$ cat config.mk
export PLATFORM = sky130hd
export DESIGN_NAME = days_between_dates_flat
export DESIGN_NICKNAME = d
export VERILOG_FILES = /design/src/hw/rtl/dbd_pkg.sv /design/src/hw/rtl/dbd_if.sv /design/src/hw/rtl/dbd_lane.sv /design/src/hw/rtl/dbd_merge.sv /design/src/hw/rtl/days_between_dates.sv /design/src/flat_wrapper.sv
export SDC_FILE = /design/constraint.sdc
export NUM_CORES = 2
export LEC_CHECK = 0
export ABC_AREA = 1
export BUFFER_PORTS_ARGS = -buffer_cell sky130_fd_sc_hd__buf_4
export CORE_ASPECT_RATIO = 0.8
export CORE_MARGIN = 3
export CORE_UTILIZATION = 55
export DETAILED_ROUTE_END_ITERATION = 6
export GPL_TIMING_DRIVEN = 0
export PLACE_DENSITY = 0.7
export SLEW_MARGIN = 20
export SYNTH_ARGS = -nofsm -noshare
export SYNTH_HDL_FRONTEND = slang
export SYNTH_SLANG_ARGS = --single-unit
$ cat constraint.sdc
create_clock -name clk -period 6.1 [get_ports clk]
set_clock_uncertainty 0.15 [all_clocks]
set_input_delay 0 -clock clk [delete_from_list [all_inputs] [get_ports clk]]
set_output_delay 0 -clock clk [all_outputs]
set_load 0.03 [all_outputs]
$ cat src/hw/rtl/dbd_pkg.sv
package dbd_pkg;

  localparam int YEAR_W  = 14;
  localparam int MONTH_W = 4;
  localparam int DAY_W   = 5;
  localparam int DOY_W   = 9;
  localparam int DNUM_W  = 23;
  localparam int COUNT_W = 22;
  localparam int QUO_W   = 8;

  // Reciprocal of 100 scaled by 2^19; exact floor for every 14-bit operand.
  localparam int          RECIP_SHIFT = 19;
  localparam int          PROD_W      = YEAR_W + RECIP_SHIFT - 6;
  localparam logic [12:0] RECIP_100   = 13'd5243;
  localparam logic [8:0]  DAYS_YEAR   = 9'd365;
  localparam logic [6:0]  CENTURY     = 7'd100;
  localparam logic [3:0]  MARCH       = 4'd3;
  localparam logic [3:0]  DECEMBER    = 4'd12;

  typedef struct packed {
    logic ld1;
    logic ld2;
    logic ld3;
  } stage_ld_t;

  typedef struct packed {
    logic [YEAR_W-1:0] year;
    logic [DOY_W-1:0]  doy;
    logic [DNUM_W-1:0] day_num;
  } lane_res_t;

  // Days in the months before the given one of a common year.
  function automatic logic [DOY_W-1:0] cum_days(input logic [MONTH_W-1:0] m);
    logic [DOY_W-1:0] r;
    unique case (m)
      4'd2:    r = 9'd31;
      4'd3:    r = 9'd59;
      4'd4:    r = 9'd90;
      4'd5:    r = 9'd120;
      4'd6:    r = 9'd151;
      4'd7:    r = 9'd181;
      4'd8:    r = 9'd212;
      4'd9:    r = 9'd243;
      4'd10:   r = 9'd273;
      4'd11:   r = 9'd304;
      4'd12:   r = 9'd334;
      default: r = 9'd0;
    endcase
    return r;
  endfunction

endpackage

$ cat src/hw/rtl/dbd_if.sv
interface dbd_in_if;
  logic                           valid;
  logic                           ready;
  logic [dbd_pkg::YEAR_W-1:0]     first_year;
  logic [dbd_pkg::MONTH_W-1:0]    first_month;
  logic [dbd_pkg::DAY_W-1:0]      first_day;
  logic [dbd_pkg::YEAR_W-1:0]     second_year;
  logic [dbd_pkg::MONTH_W-1:0]    second_month;
  logic [dbd_pkg::DAY_W-1:0]      second_day;

  modport source (output valid, first_year, first_month, first_day,
                  second_year, second_month, second_day, input ready);
  modport sink (input valid, first_year, first_month, first_day,
                second_year, second_month, second_day, output ready);
endinterface

interface dbd_out_if;
  logic                          valid;
  logic                          ready;
  logic [dbd_pkg::COUNT_W-1:0]   day_count;
  logic                          ordered;

  modport source (output valid, day_count, ordered, input ready);
  modport sink (input valid, day_count, ordered, output ready);
endinterface

interface dbd_cfg_if;
  logic valid;
  logic ready;
  logic count_end_day;

  modport source (output valid, count_end_day, input ready);
  modport sink (input valid, count_end_day, output ready);
endinterface

$ cat src/hw/rtl/dbd_lane.sv
// Turns one date into its day number over three register stages.
module dbd_lane #(
  parameter int MAX_YEAR = 9999
) (
  input  logic                          clk,
  input  dbd_pkg::stage_ld_t            ld,
  input  logic [dbd_pkg::YEAR_W-1:0]    year,
  input  logic [dbd_pkg::MONTH_W-1:0]   month,
  input  logic [dbd_pkg::DAY_W-1:0]     day,
  output dbd_pkg::lane_res_t            res
);

  // Stage 1: clamped year and month.
  logic [dbd_pkg::YEAR_W-1:0]  y1;
  logic [dbd_pkg::MONTH_W-1:0] m1;
  logic [dbd_pkg::DAY_W-1:0]   d1;
  logic [dbd_pkg::YEAR_W-1:0]  y1_next;
  logic [dbd_pkg::MONTH_W-1:0] m1_next;

  always_comb begin
    if (17'(year) > 17'(MAX_YEAR)) begin
      y1_next = dbd_pkg::YEAR_W'(MAX_YEAR);
    end else begin
      y1_next = year;
    end
    m1_next = (month > dbd_pkg::DECEMBER) ? dbd_pkg::DECEMBER : month;
  end

  always_ff @(posedge clk) begin
    if (ld.ld1) begin
      y1 <= y1_next;
      m1 <= m1_next;
      d1 <= day;
    end
  end

  // Stage 2: constant multiplications and the month table.
  logic [dbd_pkg::YEAR_W-1:0]  y2;
  logic [dbd_pkg::QUO_W-1:0]   qy;
  logic [dbd_pkg::QUO_W-1:0]   qp;
  logic [dbd_pkg::DNUM_W-1:0]  y365;
  logic [dbd_pkg::DOY_W-1:0]   cum;
  logic                        past_feb;
  logic [dbd_pkg::DAY_W-1:0]   d2;
  logic [dbd_pkg::YEAR_W-1:0]  p1;
  logic [dbd_pkg::PROD_W-1:0]  prod_y;
  logic [dbd_pkg::PROD_W-1:0]  prod_p;
  logic [dbd_pkg::DNUM_W-1:0]  y365_next;

  always_comb begin
    p1        = y1 - dbd_pkg::YEAR_W'(1);
    prod_y    = dbd_pkg::PROD_W'(y1) * dbd_pkg::PROD_W'(dbd_pkg::RECIP_100);
    prod_p    = dbd_pkg::PROD_W'(p1) * dbd_pkg::PROD_W'(dbd_pkg::RECIP_100);
    y365_next = dbd_pkg::DNUM_W'(y1) * dbd_pkg::DNUM_W'(dbd_pkg::DAYS_YEAR);
  end

  always_ff @(posedge clk) begin
    if (ld.ld2) begin
      y2       <= y1;
      qy       <= prod_y[dbd_pkg::RECIP_SHIFT +: dbd_pkg::QUO_W];
      qp       <= prod_p[dbd_pkg::RECIP_SHIFT +: dbd_pkg::QUO_W];
      y365     <= y365_next;
      cum      <= dbd_pkg::cum_days(m1);
      past_feb <= (m1 >= dbd_pkg::MARCH);
      d2       <= d1;
    end
  end

  // Stage 3: leap rule, day of year and day number.
  logic [dbd_pkg::YEAR_W-1:0] rem;
  logic [dbd_pkg::YEAR_W-1:0] p2;
  logic                       leap;
  logic [dbd_pkg::DOY_W-1:0]  doy;
  logic [dbd_pkg::DNUM_W-1:0] dby;

  always_comb begin
    rem  = y2 - dbd_pkg::YEAR_W'(dbd_pkg::YEAR_W'(qy) * dbd_pkg::YEAR_W'(dbd_pkg::CENTURY));
    leap = ((y2[1:0] == 2'b00) && (rem != '0)) || ((rem == '0) && (qy[1:0] == 2'b00));
    doy  = cum + dbd_pkg::DOY_W'(leap && past_feb) + dbd_pkg::DOY_W'(d2);
    p2   = y2 - dbd_pkg::YEAR_W'(1);
    if (y2 == '0) begin
      dby = '0;
    end else begin
      dby = y365 + dbd_pkg::DNUM_W'(p2[dbd_pkg::YEAR_W-1:2]) - dbd_pkg::DNUM_W'(qp)
            + dbd_pkg::DNUM_W'(qp[dbd_pkg::QUO_W-1:2]) + dbd_pkg::DNUM_W'(1);
    end
  end

  always_ff @(posedge clk) begin
    if (ld.ld3) begin
      res.year    <= y2;
      res.doy     <= doy;
      res.day_num <= dby + dbd_pkg::DNUM_W'(doy);
    end
  end

endmodule

$ cat src/hw/rtl/dbd_merge.sv
// Orders the two dates and forms the difference of their day numbers.
module dbd_merge (
  input  logic                           clk,
  input  logic                           ld,
  input  logic                           count_end_day,
  input  dbd_pkg::lane_res_t             start_date,
  input  dbd_pkg::lane_res_t             end_date,
  output logic [dbd_pkg::COUNT_W-1:0]    day_count,
  output logic                           ordered
);

  logic                       lower;
  logic [dbd_pkg::DNUM_W-1:0] diff;

  always_comb begin
    if (start_date.year != end_date.year) begin
      lower = start_date.year < end_date.year;
    end else begin
      lower = start_date.doy < end_date.doy;
    end
    diff = end_date.day_num - start_date.day_num + dbd_pkg::DNUM_W'(count_end_day);
  end

  always_ff @(posedge clk) begin
    if (ld) begin
      ordered   <= lower;
      day_count <= lower ? diff[dbd_pkg::COUNT_W-1:0] : '0;
    end
  end

endmodule

$ cat src/hw/rtl/days_between_dates.sv
// Days between two Gregorian dates.
// The dates channel carries a start and an end date (year, month, day); each
// transfer yields exactly one transfer on the result channel with day_count,
// the days from start to end, and ordered, set when the start date is
// strictly earlier. When ordered is clear, day_count is zero.
// The cfg channel writes count_end_day, which adds one so that the end day
// is counted; it is always ready and should be written only while idle.
// A dates transfer passes through three stages in each of two date lanes
// and one merge/output stage. Throughput is one date pair per cycle while
// the receiver keeps result.ready high, set by the fully pipelined lanes.
// When the receiver stalls, the result stays in the output register and the
// stages behind it keep filling; dates.ready drops only once every stage
// holds an item. Reset (rst, synchronous) empties the pipeline and clears
// count_end_day. Years above MAX_YEAR are clamped to MAX_YEAR.
module days_between_dates #(
  parameter int MAX_YEAR = 9999
) (
  input  logic       clk,
  input  logic       rst,
  dbd_in_if.sink     dates,
  dbd_cfg_if.sink    cfg,
  dbd_out_if.source  result
);

  // Configuration register.
  logic count_end_day;

  assign cfg.ready = 1'b1;

  always_ff @(posedge clk) begin
    if (rst) begin
      count_end_day <= 1'b0;
    end else if (cfg.valid) begin
      count_end_day <= cfg.count_end_day;
    end
  end

  // Valid bits of the pipeline. Each stage takes a new item when it is
  // empty or when its own item moves on, so bubbles close up under a stall.
  logic v1, v2, v3, v4;
  logic rdy1, rdy2, rdy3, rdy4;
  dbd_pkg::stage_ld_t ld;
  logic ld4;

  always_comb begin
    rdy4   = !v4 || result.ready;
    rdy3   = !v3 || rdy4;
    rdy2   = !v2 || rdy3;
    rdy1   = !v1 || rdy2;
    ld.ld1 = dates.valid && rdy1;
    ld.ld2 = v1 && rdy2;
    ld.ld3 = v2 && rdy3;
    ld4    = v3 && rdy4;
  end

  assign dates.ready  = rdy1;
  assign result.valid = v4;

  always_ff @(posedge clk) begin
    if (rst) begin
      v1 <= 1'b0;
      v2 <= 1'b0;
      v3 <= 1'b0;
      v4 <= 1'b0;
    end else begin
      if (rdy1) begin
        v1 <= dates.valid;
      end
      if (rdy2) begin
        v2 <= v1;
      end
      if (rdy3) begin
        v3 <= v2;
      end
      if (rdy4) begin
        v4 <= v3;
      end
    end
  end

  // One lane per date; both advance in lockstep.
  dbd_pkg::lane_res_t start_res;
  dbd_pkg::lane_res_t end_res;

  dbd_lane #(.MAX_YEAR(MAX_YEAR)) u_lane_start (
    .clk   (clk),
    .ld    (ld),
    .year  (dates.first_year),
    .month (dates.first_month),
    .day   (dates.first_day),
    .res   (start_res)
  );

  dbd_lane #(.MAX_YEAR(MAX_YEAR)) u_lane_end (
    .clk   (clk),
    .ld    (ld),
    .year  (dates.second_year),
    .month (dates.second_month),
    .day   (dates.second_day),
    .res   (end_res)
  );

  // Merge stage: compare the dates and register the result.
  dbd_merge u_merge (
    .clk           (clk),
    .ld            (ld4),
    .count_end_day (count_end_day),
    .start_date    (start_res),
    .end_date      (end_res),
    .day_count     (result.day_count),
    .ordered       (result.ordered)
  );

endmodule

$ cat src/flat_wrapper.sv
// flat-port wrapper written by rule: the top's interface ports become plain ports
module days_between_dates_flat 
#(
  parameter int MAX_YEAR = 9999
)
  (clk, rst, dates_valid, dates_first_year, dates_first_month, dates_first_day, dates_second_year, dates_second_month, dates_second_day, dates_ready, cfg_valid, cfg_count_end_day, cfg_ready, result_valid, result_day_count, result_ordered, result_ready);
  dbd_in_if dates_i ();
  dbd_cfg_if cfg_i ();
  dbd_out_if result_i ();
  input  logic clk;
  input  logic rst;
  input wire logic [$bits(dates_i.valid)-1:0] dates_valid;
  input wire logic [$bits(dates_i.first_year)-1:0] dates_first_year;
  input wire logic [$bits(dates_i.first_month)-1:0] dates_first_month;
  input wire logic [$bits(dates_i.first_day)-1:0] dates_first_day;
  input wire logic [$bits(dates_i.second_year)-1:0] dates_second_year;
  input wire logic [$bits(dates_i.second_month)-1:0] dates_second_month;
  input wire logic [$bits(dates_i.second_day)-1:0] dates_second_day;
  output wire logic [$bits(dates_i.ready)-1:0] dates_ready;
  input wire logic [$bits(cfg_i.valid)-1:0] cfg_valid;
  input wire logic [$bits(cfg_i.count_end_day)-1:0] cfg_count_end_day;
  output wire logic [$bits(cfg_i.ready)-1:0] cfg_ready;
  output wire logic [$bits(result_i.valid)-1:0] result_valid;
  output wire logic [$bits(result_i.day_count)-1:0] result_day_count;
  output wire logic [$bits(result_i.ordered)-1:0] result_ordered;
  input wire logic [$bits(result_i.ready)-1:0] result_ready;
  assign dates_i.valid = dates_valid;
  assign dates_i.first_year = dates_first_year;
  assign dates_i.first_month = dates_first_month;
  assign dates_i.first_day = dates_first_day;
  assign dates_i.second_year = dates_second_year;
  assign dates_i.second_month = dates_second_month;
  assign dates_i.second_day = dates_second_day;
  assign dates_ready = dates_i.ready;
  assign cfg_i.valid = cfg_valid;
  assign cfg_i.count_end_day = cfg_count_end_day;
  assign cfg_ready = cfg_i.ready;
  assign result_valid = result_i.valid;
  assign result_day_count = result_i.day_count;
  assign result_ordered = result_i.ordered;
  assign result_i.ready = result_ready;
  days_between_dates #(.MAX_YEAR(MAX_YEAR)) u_core (.clk(clk), .rst(rst), .dates(dates_i), .cfg(cfg_i), .result(result_i));
endmodule
==> results_dict.tcl <==
set metrics [dict create \
    reg2reg_from "u_core.u_lane_end.qy[3]" \
    synth_nets 5617 \
    portBuffers 76 \
    synth_cells 4450 \
    ctsLongestPathBuffers 3 \
    clock_sinks 294 \
    numCtsBuffers 36 \
    initial_utilization_pct 55.84 \
    max_slew_margin_pct 41.75 \
    synth-seq-cells 294 \
    first_iter_violations 2028 \
    drive_above_1_share_pct 12.02 \
    overflow 0 \
    grt_max_degree 105 \
    required_ps 6240 \
    max_freq_ghz 0.1468 \
    place.gp.congestion 0.9463 \
    critPathLaunchType "flip-flop" \
    ys.flop_type "edfxtp_1" \
    critPathMaxFanout 4 \
    rows 87 \
    maxCapViolCount 0 \
    arrival_ps 6950 \
    rsz0062_at_grt "true" \
    critical_path.slowest_cell "fa_2" \
    setup_viol 29 \
    min_from "dates_second_day[2]" \
    startpoint "u_core.u_lane_end.qy[3]" \
    slowest_delay_ps 560 \
    setup_tns_ps -13900 \
    wl_um 95890 \
    violations "design-rule violations, negative setup slack" \
    die_h_um 245.7 \
    clk_pin_slew_worst_paths_ps 60 \
    grt_pass1_vias 28813 \
    coreArea_um2 70760 \
    slew_viol_final 0 \
    finalCritPeriodShare_pct 111.7 \
    worstSkewPairLatency_ps 580 \
    hold_viol 0 \
    yosysUniqueCellTypes 49 \
    fillers 5717 \
    worstMarginPinSlew_ps 865.7 \
    firstDrtPassIters 7 \
    critPathKind "reg2reg" \
    synthesis.area_um2 39510 \
    ys_seq_area_share_pct 22.22 \
    vias 29436 \
    cts_root_buf "clkbuf_16" \
    finalWorstSetupSlack_ps -712.7 \
    antenna_found_initial 2 \
    route.detailed.vias_per_inst 5.156 \
    grt.total_usage_pct 25.30 \
    ios 78 \
    die-area_um2 75100 \
    grt_pass1_wl_um 150700 \
    cts_tree "yes" \
    critPathCaptureType "flip-flop" \
    fp.dieW_um 305.7 \
    drc 1 \
    status "complete, but fails checks" \
    syn_area_per_cell_um2 8.878 \
    htreeDepth 2 \
    synth-edff-count 289 \
    nets 5917 \
    fin_crit_ps 6813 \
    yosys_warnings 0 \
    holdCritPathClass "in2reg" \
    ant_nets 0 \
    async_flop_share_pct 0 \
    dp_hpwl_um 76570 \
    antennaDiodeCount 0 \
    routedWlPerCell_um 16.80 \
    critPathMostFrequentCell "ha_4" \
    area.growth.synth_to_final_pct 15.67 \
]
-- metrics by stage --
stage          hold slack (ps)  area, um2  utilization, %  setup slack [ps]  instances
2_1_floorplan           -80.93      39530               -             33.93       4450
3_3_place_gp             29.57      41270           58.33             -1208       5460
3_5_place_dp             30.93      41410           58.52             -1254       5465
4_1_cts                  2.136      44510           62.91            -675.3       5666
5_1_grt                  25.08      45700           64.59             -1007       5709
6_report                 22.61      45700           64.59            -712.7       5709
-- worst max-delay path: cells and delay by family, from the launching register on --
family / cells / cell delay, ps
DFF: 1 / 500
and+or+nand+nor: 15 / 1390
buffers and inverters: 4 / 440
xor gates and xnor gates: 4 / 740
AOI/OAI and AO/OA: 6 / 850
adders and majority gates: 8 / 2440
-- logic make-up (layout without fill, tap and decap cells) --
kind of cell    after synthesis  after routing  share of synthesized area, %
fa+ha+maj                  1115           1115                         42.44
flops                       294            294                         22.22
other cells                   1              1                      0.009492
xor+xnor                    216            216                         4.788
simple gates               1279           1279                         13.88
buf+inv                    1134           1459                         10.81
compound gates              411            411                         5.862
-- flip-flops by register name (all words and copies together) (netlist names), 8 cells and up --
signal                    count
u_core.u_lane_end.y1         14
u_core.u_lane_end.qp          8
u_core.u_lane_end.res        45
u_core.u_lane_end.qy          8
u_core.u_lane_end.cum         9
u_core.u_lane_start.qy        8
u_core.u_lane_end.y365       20
u_core.u_lane_end.y2         14
u_core.u_merge.day_count     22
u_core.u_lane_start.cum       9
u_core.u_lane_start.y2       14
u_core.u_lane_start.res      45
u_core.u_lane_start.y1       14
u_core.u_lane_start.y365     20
u_core.u_lane_start.qp        8
-- metal layers --
layer | GRT usage, % | wire [um] | vias to the layer above
met5 | 0 | 13 | -
met4 | 5.357 | 2098 | 2
met3 | 4.745 | 6247 | 135
met2 | 37.33 | 39990 | 750
met1 | 38.65 | 47540 | 13822
li1 | - | - | 14727
-- cell type report --
| type | count | area (um2) | share of cell area [%] |
|---|---|---|---|
| clock inverters | 23 | 237.7 | 0.5202 |
| plain buffers | 15 | 68.82 | 0.1506 |
| repair buffers | 262 | 2283 | 4.997 |
| inverters | 1119 | 4218 | 9.229 |
| multi-input cells | 3022 | 28030 | 61.33 |
| well taps | 934 | 1169 | 2.557 |
| clock buffers | 40 | 915.9 | 2.004 |
| flip-flops and latches | 294 | 8778 | 19.21 |
-- placed cells by master (no fill, tap or decap), drive strengths merged, types with 4 or more instances in the layout --
master | netlist | final
a21boi | 10 | 10
o211ai | 8 | 8
o21bai | 16 | 16
dlygate4sd3 | 0 | 64
edfxtp | 289 | 289
bufinv | 0 | 4
nor3 | 47 | 47
dfxtp | 5 | 5
a211oi | 13 | 13
clkinv | 0 | 16
and2 | 4 | 4
a21o | 12 | 12
xor2 | 148 | 148
ha | 740 | 740
a21oi | 222 | 222
nor4 | 6 | 6
a31oi | 13 | 13
o21a | 9 | 9
inv | 1119 | 1121
nand2 | 723 | 723
nand3 | 162 | 162
xnor2 | 68 | 68
o221ai | 4 | 4
o21ai | 90 | 90
nand4 | 49 | 49
nor2 | 258 | 258
nand3b | 9 | 9
or2 | 16 | 16
buf | 3 | 201
clkbuf | 12 | 52
nor3b | 4 | 4
fa | 375 | 375
o31ai | 8 | 8
-- worst paths after layout --
| kind | to | slack [ps] | depth (start not counted) |
|---|---|---|---|
| min | u_core.u_lane_end.d1[2] | 20 | 2 |
| min reg2reg | u_core.u_lane_start.d2[0] | 270 | 0 |
| max reg2reg | u_core.u_lane_end.res[15] | -710 | 37 |
| max | u_core.u_lane_end.res[15] | -710 | 37 |
-- synth_stat cells, drive strengths merged (13+ instances only) --
| library cell | number | area share [%] |
|---|---|---|
| ha | 740 | 23 |
| nand2 | 723 | 7.0 |
| edfxtp | 289 | 22 |
| nor3 | 47 | 0.62 |
| nand3 | 162 | 2.2 |
| xnor2 | 68 | 1.5 |
| o21bai | 16 | 0.30 |
| nand4 | 49 | 0.78 |
| a21oi | 222 | 2.8 |
| nor2 | 258 | 2.7 |
| fa | 375 | 19 |
| o21ai | 90 | 1.2 |
| inv | 1119 | 11 |
| a31oi | 13 | 0.21 |
| or2 | 16 | 0.25 |
| a211oi | 13 | 0.25 |
| xor2 | 148 | 3.3 |
-- timing repair --
item | 4_1_cts | 5_1_grt
hold buffers | 64 | 0
resized for setup | 137 | 181
buffers inserted | 77 | 52
endpoints found under the hold margin | 68 | 0
pin swaps | 89 | 132
endpoints found under the setup margin | 49 | 52
Power is not shown: default switching activity piles up to over one toggle a cycle in this logic, so the estimate is an artifact.
